## src/design/assert_macros.svh

```systemverilog
// Assertion macros for the extractor's RTL, included by the core.
`ifndef ASSERT_MACROS_SVH
`define ASSERT_MACROS_SVH
`ifndef NO_ASSERTIONS
`define CSVX_ASSERT(label, clk, rst, prop) \
   label: assert property (@(posedge clk) disable iff (rst) prop) \
      else $error("csvx assertion failed");
`define CSVX_ASSERT_NEVER(label, clk, rst, expr) \
   label: assert property (@(posedge clk) disable iff (rst) !(expr)) \
      else $error("csvx forbidden condition seen");
`else
`define CSVX_ASSERT(label, clk, rst, prop)
`define CSVX_ASSERT_NEVER(label, clk, rst, expr)
`endif
`endif

```

## src/design/csvx_pkg.sv

```systemverilog
// Types and constants of the CSV column field extractor.
package csvx_pkg;

   localparam int DATA_W = 8;
   localparam int COL_W = 8;
   localparam int CSR_INDEX_W = 8;
   localparam int unsigned MAX_COLUMNS = 255;

   localparam logic [DATA_W-1:0] QUOTE_CHAR = 8'h22;
   localparam logic [DATA_W-1:0] COMMA_CHAR = 8'h2C;
   localparam logic [DATA_W-1:0] LF_CHAR = 8'h0A;

   localparam logic [CSR_INDEX_W-1:0] CSR_SELECTED_COLUMN = 8'd0;
   localparam logic [CSR_INDEX_W-1:0] CSR_COLUMNS_PER_ROW = 8'd1;

   typedef struct packed {
      logic [DATA_W-1:0] out_byte;
      logic              byte_valid;
      logic              field_end;
      logic [COL_W-1:0]  field_column;
      logic              last_of_run;
   } result_type;

   typedef struct packed {
      logic busy;
      logic done;
   } div_status_type;

endpackage

```

## src/design/csvx_wrap_div.sv

```systemverilog
// Bit-serial remainder unit for the column counter wrap.
module csvx_wrap_div (
   input  logic                                clock,
   input  logic                                reset,
   input  logic                                start,
   input  logic [csvx_pkg::COL_W-1:0]          dividend,
   input  logic [csvx_pkg::COL_W-1:0]          divisor,
   output csvx_pkg::div_status_type            status,
   output logic [csvx_pkg::COL_W-1:0]          remainder
);

   localparam int STEPS = csvx_pkg::COL_W;
   localparam int CNT_W = $clog2(STEPS);
   localparam logic [CNT_W-1:0] LAST_STEP = CNT_W'(STEPS - 1);

   logic                          busy_ff, busy_in;
   logic                          done_ff, done_in;
   logic [CNT_W-1:0]              count_ff, count_in;
   logic [csvx_pkg::COL_W-1:0]    rem_ff, rem_in;
   logic [csvx_pkg::COL_W-1:0]    dvd_ff, dvd_in;
   logic [csvx_pkg::COL_W-1:0]    dsr_ff, dsr_in;
   logic [csvx_pkg::COL_W:0]      trial;

   always_comb begin
      busy_in  = busy_ff;
      done_in  = 1'b0;
      count_in = count_ff;
      rem_in   = rem_ff;
      dvd_in   = dvd_ff;
      dsr_in   = dsr_ff;
      trial    = {rem_ff, dvd_ff[csvx_pkg::COL_W-1]};
      if (start) begin
         busy_in  = 1'b1;
         count_in = '0;
         rem_in   = '0;
         dvd_in   = dividend;
         dsr_in   = divisor;
      end else if (busy_ff) begin
         if (trial >= {1'b0, dsr_ff}) begin
            rem_in = csvx_pkg::COL_W'(trial - {1'b0, dsr_ff});
         end else begin
            rem_in = trial[csvx_pkg::COL_W-1:0];
         end
         dvd_in = {dvd_ff[csvx_pkg::COL_W-2:0], 1'b0};
         if (count_ff == LAST_STEP) begin
            busy_in  = 1'b0;
            done_in  = 1'b1;
         end else begin
            count_in = count_ff + 1'b1;
         end
      end
   end

   always_ff @(posedge clock) begin
      if (reset) begin
         busy_ff  <= 1'b0;
         done_ff  <= 1'b0;
         count_ff <= '0;
      end else begin
         busy_ff  <= busy_in;
         done_ff  <= done_in;
         count_ff <= count_in;
      end
      rem_ff <= rem_in;
      dvd_ff <= dvd_in;
      dsr_ff <= dsr_in;
   end

   assign status.busy = busy_ff;
   assign status.done = done_ff;
   assign remainder   = rem_ff;

endmodule

```

## src/design/csv_column_field_extractor_core.sv

```systemverilog
// CSV column field extractor: quote-aware field splitter with column selection.
//
// One text byte is taken per cycle on req_ and the content bytes of the selected
// column (every column when the selection is zero) come out on rsp_, each field
// closed by an end beat carrying its column. A byte giving no result, or one
// result while rsp_tready is high, is accepted every cycle; a byte giving a content
// byte and a field end fills both result slots, so the next byte waits while the
// second beat drains. A write to columns_per_row starts the bit-serial wrap
// remainder unit; input and further writes wait for its 8 steps and result load.
`include "assert_macros.svh"
module csv_column_field_extractor_core #(
   parameter int unsigned MAX_COLUMNS = csvx_pkg::MAX_COLUMNS
) (
   input  logic                                  clock,
   input  logic                                  reset,
   // tdata: data_byte[7:0]
   input  logic                                  req_tvalid,
   output logic                                  req_tready,
   input  logic [7:0]                            req_tdata,
   input  logic                                  req_tlast,
   // tdata: out_byte[7:0], field_column[15:8]
   output logic                                  rsp_tvalid,
   input  logic                                  rsp_tready,
   output logic [15:0]                           rsp_tdata,
   // tuser: byte_valid[0], field_end[1]
   output logic [1:0]                            rsp_tuser,
   output logic                                  rsp_tlast,
   input  logic                                  csr_valid,
   output logic                                  csr_ready,
   input  logic [csvx_pkg::CSR_INDEX_W-1:0]      csr_index,
   input  logic [csvx_pkg::COL_W-1:0]            csr_data
);

   localparam int COL_W = csvx_pkg::COL_W;

   logic [COL_W-1:0]            sel_col_ff, sel_col_in;
   logic [COL_W-1:0]            cols_row_ff, cols_row_in;
   logic                        in_quotes_ff, in_quotes_in;
   logic                        quote_pending_ff, quote_pending_in;
   logic [COL_W-1:0]            column_ff, column_in;
   logic [COL_W-1:0]            rem_ff, rem_in;
   csvx_pkg::result_type        slot0_ff, slot0_in;
   csvx_pkg::result_type        slot1_ff, slot1_in;
   logic [1:0]                  count_ff, count_in;

   csvx_pkg::div_status_type    div_status;
   logic [COL_W-1:0]            div_rem;
   logic                        div_start;
   logic                        div_block;

   logic                        req_fire, rsp_fire, csr_fire;
   logic                        is_quote, is_sep, iq_eff;
   logic                        want_data, want_end, selected;
   logic                        emit_data, emit_end;
   logic [COL_W:0]              next_wide;
   logic [COL_W-1:0]            next_col;
   csvx_pkg::result_type        data_res, end_res;

   assign div_block  = div_status.busy | div_status.done;
   assign req_tready = !div_block && ((count_ff == 2'd0) || ((count_ff == 2'd1) && rsp_tready));
   assign csr_ready  = !div_block;
   assign req_fire   = req_tvalid && req_tready;
   assign rsp_fire   = rsp_tvalid && rsp_tready;
   assign csr_fire   = csr_valid && csr_ready;
   assign div_start  = csr_fire && (csr_index == csvx_pkg::CSR_COLUMNS_PER_ROW);

   csvx_wrap_div u_wrap_div (
      .clock     (clock),
      .reset     (reset),
      .start     (div_start),
      .dividend  (column_ff),
      .divisor   (csr_data),
      .status    (div_status),
      .remainder (div_rem)
   );

   always_comb begin
      is_quote  = (req_tdata == csvx_pkg::QUOTE_CHAR);
      is_sep    = (req_tdata == csvx_pkg::COMMA_CHAR) || (req_tdata == csvx_pkg::LF_CHAR);
      iq_eff    = in_quotes_ff;
      want_data = 1'b0;
      want_end  = 1'b0;
      in_quotes_in     = in_quotes_ff;
      quote_pending_in = quote_pending_ff;
      if (is_quote) begin
         if (quote_pending_ff) begin
            quote_pending_in = 1'b0;
            want_data        = 1'b1;
            want_end         = req_tlast && !in_quotes_ff;
         end else if (req_tlast) begin
            in_quotes_in = !in_quotes_ff;
            want_end     = in_quotes_ff;
         end else begin
            quote_pending_in = 1'b1;
         end
      end else begin
         if (quote_pending_ff) begin
            iq_eff = !in_quotes_ff;
         end
         quote_pending_in = 1'b0;
         in_quotes_in     = iq_eff;
         if (!iq_eff && is_sep) begin
            want_end = 1'b1;
         end else begin
            want_data = 1'b1;
            want_end  = req_tlast && !iq_eff;
         end
      end
   end

   always_comb begin
      selected  = (sel_col_ff == '0) || (column_ff == sel_col_ff);
      emit_data = want_data && selected;
      emit_end  = want_end && selected;
      next_wide = {1'b0, rem_ff} + 1'b1;
      if (cols_row_ff == '0) begin
         next_col = COL_W'(1);
      end else if (32'(next_wide) > MAX_COLUMNS) begin
         next_col = COL_W'(1);
      end else begin
         next_col = next_wide[COL_W-1:0];
      end
      data_res.out_byte     = req_tdata;
      data_res.byte_valid   = 1'b1;
      data_res.field_end    = 1'b0;
      data_res.field_column = column_ff;
      data_res.last_of_run  = !emit_end;
      end_res.out_byte      = '0;
      end_res.byte_valid    = 1'b0;
      end_res.field_end     = 1'b1;
      end_res.field_column  = column_ff;
      end_res.last_of_run   = 1'b1;
   end

   always_comb begin
      sel_col_in  = sel_col_ff;
      cols_row_in = cols_row_ff;
      column_in   = column_ff;
      rem_in      = rem_ff;
      slot0_in    = slot0_ff;
      slot1_in    = slot1_ff;
      count_in    = count_ff;
      if (csr_fire) begin
         case (csr_index)
            csvx_pkg::CSR_SELECTED_COLUMN: sel_col_in = csr_data;
            csvx_pkg::CSR_COLUMNS_PER_ROW: cols_row_in = csr_data;
            default: ;
         endcase
      end
      if (div_status.done) begin
         rem_in = div_rem;
      end
      if (rsp_fire) begin
         slot0_in = slot1_ff;
         count_in = count_ff - 1'b1;
      end
      if (req_fire) begin
         if (want_end) begin
            column_in = next_col;
            rem_in    = (next_col == cols_row_ff) ? '0 : next_col;
         end
         if (emit_data) begin
            slot0_in = data_res;
         end else begin
            slot0_in = end_res;
         end
         slot1_in = end_res;
         count_in = {1'b0, emit_data} + {1'b0, emit_end};
      end
   end

   always_ff @(posedge clock) begin
      if (reset) begin
         sel_col_ff       <= '0;
         cols_row_ff      <= '0;
         in_quotes_ff     <= 1'b0;
         quote_pending_ff <= 1'b0;
         column_ff        <= COL_W'(1);
         rem_ff           <= COL_W'(1);
         count_ff         <= 2'd0;
      end else begin
         sel_col_ff  <= sel_col_in;
         cols_row_ff <= cols_row_in;
         column_ff   <= column_in;
         rem_ff      <= rem_in;
         count_ff    <= count_in;
         if (req_fire) begin
            in_quotes_ff     <= in_quotes_in;
            quote_pending_ff <= quote_pending_in;
         end
      end
      slot0_ff <= slot0_in;
      slot1_ff <= slot1_in;
   end

   assign rsp_tvalid = (count_ff != 2'd0);
   assign rsp_tdata  = {slot0_ff.field_column, slot0_ff.out_byte};
   assign rsp_tuser  = {slot0_ff.field_end, slot0_ff.byte_valid};
   assign rsp_tlast  = slot0_ff.last_of_run;

   `CSVX_ASSERT_NEVER(a_flags_exclusive, clock, reset, rsp_tvalid && slot0_ff.byte_valid && slot0_ff.field_end)
   `CSVX_ASSERT_NEVER(a_no_beat_while_div, clock, reset, req_fire && div_block)
   `CSVX_ASSERT_NEVER(a_count_range, clock, reset, count_ff == 2'd3)
   `CSVX_ASSERT(a_pair_order, clock, reset, (count_ff == 2'd2) |-> (slot0_ff.byte_valid && !slot0_ff.last_of_run && slot1_ff.field_end))
   `CSVX_ASSERT_NEVER(a_column_nonzero, clock, reset, column_ff == '0)

endmodule

```

## config.mk

```make
export PLATFORM = sky130hd
export DESIGN_NAME = csv_column_field_extractor_core
export DESIGN_NICKNAME = d
export VERILOG_FILES = /design/src/design/csvx_pkg.sv /design/src/design/csvx_wrap_div.sv /design/src/design/csv_column_field_extractor_core.sv
export VERILOG_INCLUDE_DIRS = /design/src /design/src/design
export SDC_FILE = /design/constraint.sdc
export NUM_CORES = 1
export LEC_CHECK = 0
export BUFFER_PORTS_ARGS = -buffer_cell sky130_fd_sc_hd__buf_4
export CORE_ASPECT_RATIO = 1.4
export CORE_MARGIN = 8
export CORE_UTILIZATION = 35
export DETAILED_ROUTE_END_ITERATION = 12
export GPL_ROUTABILITY_DRIVEN = 0
export MAX_ROUTING_LAYER = met4
export PLACE_DENSITY = 0.55
export SETUP_SLACK_MARGIN = 0.2
export SLEW_MARGIN = 25
export SYNTH_ARGS = -nofsm -noshare
export SYNTH_HDL_FRONTEND = slang
export SYNTH_HIERARCHICAL = 1
export SYNTH_SLANG_ARGS = --single-unit
export TNS_END_PERCENT = 20
```

## constraint.sdc

```tcl
create_clock -name clock -period 8.2 [get_ports clock]
set_input_delay 1.23 -clock clock [delete_from_list [all_inputs] [get_ports clock]]
set_output_delay 1.23 -clock clock [all_outputs]
set_load 0.05 [all_outputs]
```

==> run metrics <==
DP HPWL=just over 9000 um; slowest stage cell, crit path=inv_1; Slew headroom=42.79%; H-tree level count=3; CP cell instances=buf_4 -> nor4b_1 -> nand4_1 -> inv_1 -> nor2b_1 -> nand2_1 -> a21oi_1 -> a221o_1; RSZ-0062 raised after global routing=false; Initial Util=35.55%; Sink Count=slightly above 90; Pwr Total=0.001159 W; drt total wl=12330 um; async set-reset flop share out of synthesis=0%; Hold Fails Final Rpt=0; Fin Hold WS=0.4850 ns; critical path's top delay family=simple AND/OR/NAND/NOR gates; gr usage total=14.27%; vias per std cell=5.334; clk slew on worst S/H paths=0.07 ns; power per cell area=203.9 nW/um^2; Mapped Area=4900 um^2; Mapped Cells=492; dpl cells=705; Setup CP Type=input pin to register; Post-synth EDFFs=43; area of the multi-input gates=2416 um^2; Die Y=approximately 160 um; antenna viol nets, final=0; TritonCTS clock tree=yes; setup TNS=0 ns; Hold-fix buffers, CTS=0; PostCTS Resize Cnt=0; drt wl/cell=17.10 um; Post-Syn Nets=~540; crit end category=register; Fmax=270.0 MHz; largest net degree at the start of global routing=36; initial antenna violation count=0; Finished Layout Cells=721; Synth cell types=77; most frequent cells in the layout=nand2_1, buf_4, dfxtp_1, edfxtp_1, nor2_1; core area=13780 um^2; fin crit period=3.703 ns; Setup Viol. Count Final=0; commonest non-fill, non-tap cell in the layout=nand2_1; setup bufs post-CTS=0; CP arrival=3.93 ns; hold_sp=u_wrap_div/remainder[7]; total CTS buffers=9; ys flop type=dfxtp_1; DRT Pass-1 Iters=4; Layout area overhead=15.99%; max-slew violations=0; Register Area=2272 um^2; critical path fanouts, max=23; CP Launch Type=input pin; number of cell rows=51; CP bufs+invs=2; Syn Area/Cell=9.959 um^2; # nets final=around 580; Post-DP Area=5400 um^2; design area=5683 um^2; maximum vdd drop=roughly 95 uV; status=completed; via count=a little under 4000; delay of the slowest critical-path stage=0.80 ns; Worst R2R Start=u_wrap_div/done_ff; Iter 0 DRT Violations=125; clk_lat worst skew=0.34 ns; Yosys top cell area share=26.35%; Worst Tran Pin Value=0.8582 ns; drt drc=0; register area share after synthesis=46.37%; largest cells by area after synthesis=edfxtp_1, dfxtp_1, nand2_1, mux2i_1, ha_1; Congestion Overflow GR=0; IO Port Bufs=51; Ys Warns=6; CTS Buffer Depth=2; first-pass GRT wire length=19400 um; vias in the first global route=3687; Fillers=1409; Die W=~120 um; post-route clock period utilization=45.16%; leakage power=2.172 nW; Worst Setup SP=csr_index[1]; Ant. Diodes=0; layout cells sized above 1=17.91%; max-capacitance violation count=0; Crit path required time=8.43 ns; cell taking the most area after synthesis=edfxtp_1; CTS root buffer=clkbuf_16; Die ar.=18090 um^2; Min-Delay Path Class=register to register; I/O pin count=52; clk_skew=0.009738 ns; flops & latches, synth=92
[logic make-up (layout without fill, tap and decap cells)]
group	count (synthesis)	count (layout)	share of synthesized area (%)
flip-flops	92	92	46.37
multiplexers	30	30	6.333
buffers and inverters	48	92	4.316
AND/OR/NAND/NOR	198	198	21.63
AO/OA/AOI/OAI	90	90	13.89
adder cells (fa/ha/maj)	16	16	4.239
XOR/XNOR	18	18	3.218
[final timing paths]
path         slack, ns  depth (start not counted)                 endpoint
max               4.50                          8  u_wrap_div/remainder[2]
max reg2reg       4.81                          7             column_ff[4]
min               0.49                          2  u_wrap_div/remainder[7]
min reg2reg       0.49                          2  u_wrap_div/remainder[7]
[tightest hold or removal path: cells and delay by family, from the launching register on]
family          cells  cell delay, ns
flops               1            0.32
compound gates      1            0.05
simple gates        1            0.06
[registers in the layout, indices dropped and copies added, names as in the netlist]
register              cells
sel_col_ff                8
u_wrap_div/done_ff        1
u_wrap_div/busy_ff        1
u_wrap_div/count_ff       3
rsp_tuser                 2
u_wrap_div/remainder      8
quote_pending_ff          1
rsp_tlast                 1
column_ff                 8
in_quotes_ff              1
u_wrap_div/dsr_ff         8
slot1_ff                  8
u_wrap_div/dvd_ff         8
rsp_tdata                16
rem_ff                    8
count_ff                  2
cols_row_ff               8
[Yosys cell counts, types with 2 or more instances]
cell type	n
o31ai_4	2
or2_2	2
a21oi_1	17
o21ai_0	11
nor4_1	7
nor3_1	8
mux2i_1	22
nand4b_1	2
nand2_1	63
o221ai_1	2
mux2_2	8
o31ai_1	2
nand4_1	8
o2111ai_1	4
a21o_1	4
o211a_1	2
a211oi_1	3
and2_1	6
nand3_1	7
or3_1	8
nand2b_1	5
inv_1	24
or4_4	3
nor4b_1	3
nor2b_1	3
buf_2	7
xnor2_1	14
and3_1	9
o21a_1	4
and3b_1	2
ha_1	15
or4_1	2
a31oi_1	7
buf_4	4
xor2_1	4
clkbuf_1	12
nor3b_1	6
a311oi_1	2
edfxtp_1	43
o211ai_1	11
nor2_1	38
dfxtp_1	49
nand3b_1	3
[metrics by stage]
step / worst slack (ns) / utilization [%]
after CTS: 4.473 / 41.23
after floorplan: 4.916 / -
after detailed placement: 4.109 / 39.18
after global placement: 4.159 / 39.18
after global routing: 4.174 / 41.23
final: 4.497 / 41.23
[final cells by class]
type | count | area share (%)
Tap cell | 185 | 4.073
Multi-Input combinational cell | 352 | 42.51
Inverter | 24 | 1.585
Timing Repair Buffer | 52 | 6.869
Clock buffer | 9 | 3.963
Sequential cell | 92 | 39.98
Clock inverter | 7 | 1.013
[report_power, final]
| part | switching [W] | internal [W] |
|---|---|---|
| clock network | 0.000190 | 0.000211 |
| logic | 0.000159 | 0.0000653 |
| registers | 0.0000124 | 0.000522 |
[layer usage]
layer | up-vias | wire length, um | GRT usage (%)
met1 | 1837 | 5040 | 15.52
met2 | 107 | 6367 | 24.28
met3 | 21 | 550 | 2.402
li1 | 1881 | - | -
met4 | 0 | 372 | 7.502
met5 | - | 0 | -
No activity file was read; power rests on OpenSTA's default activity.
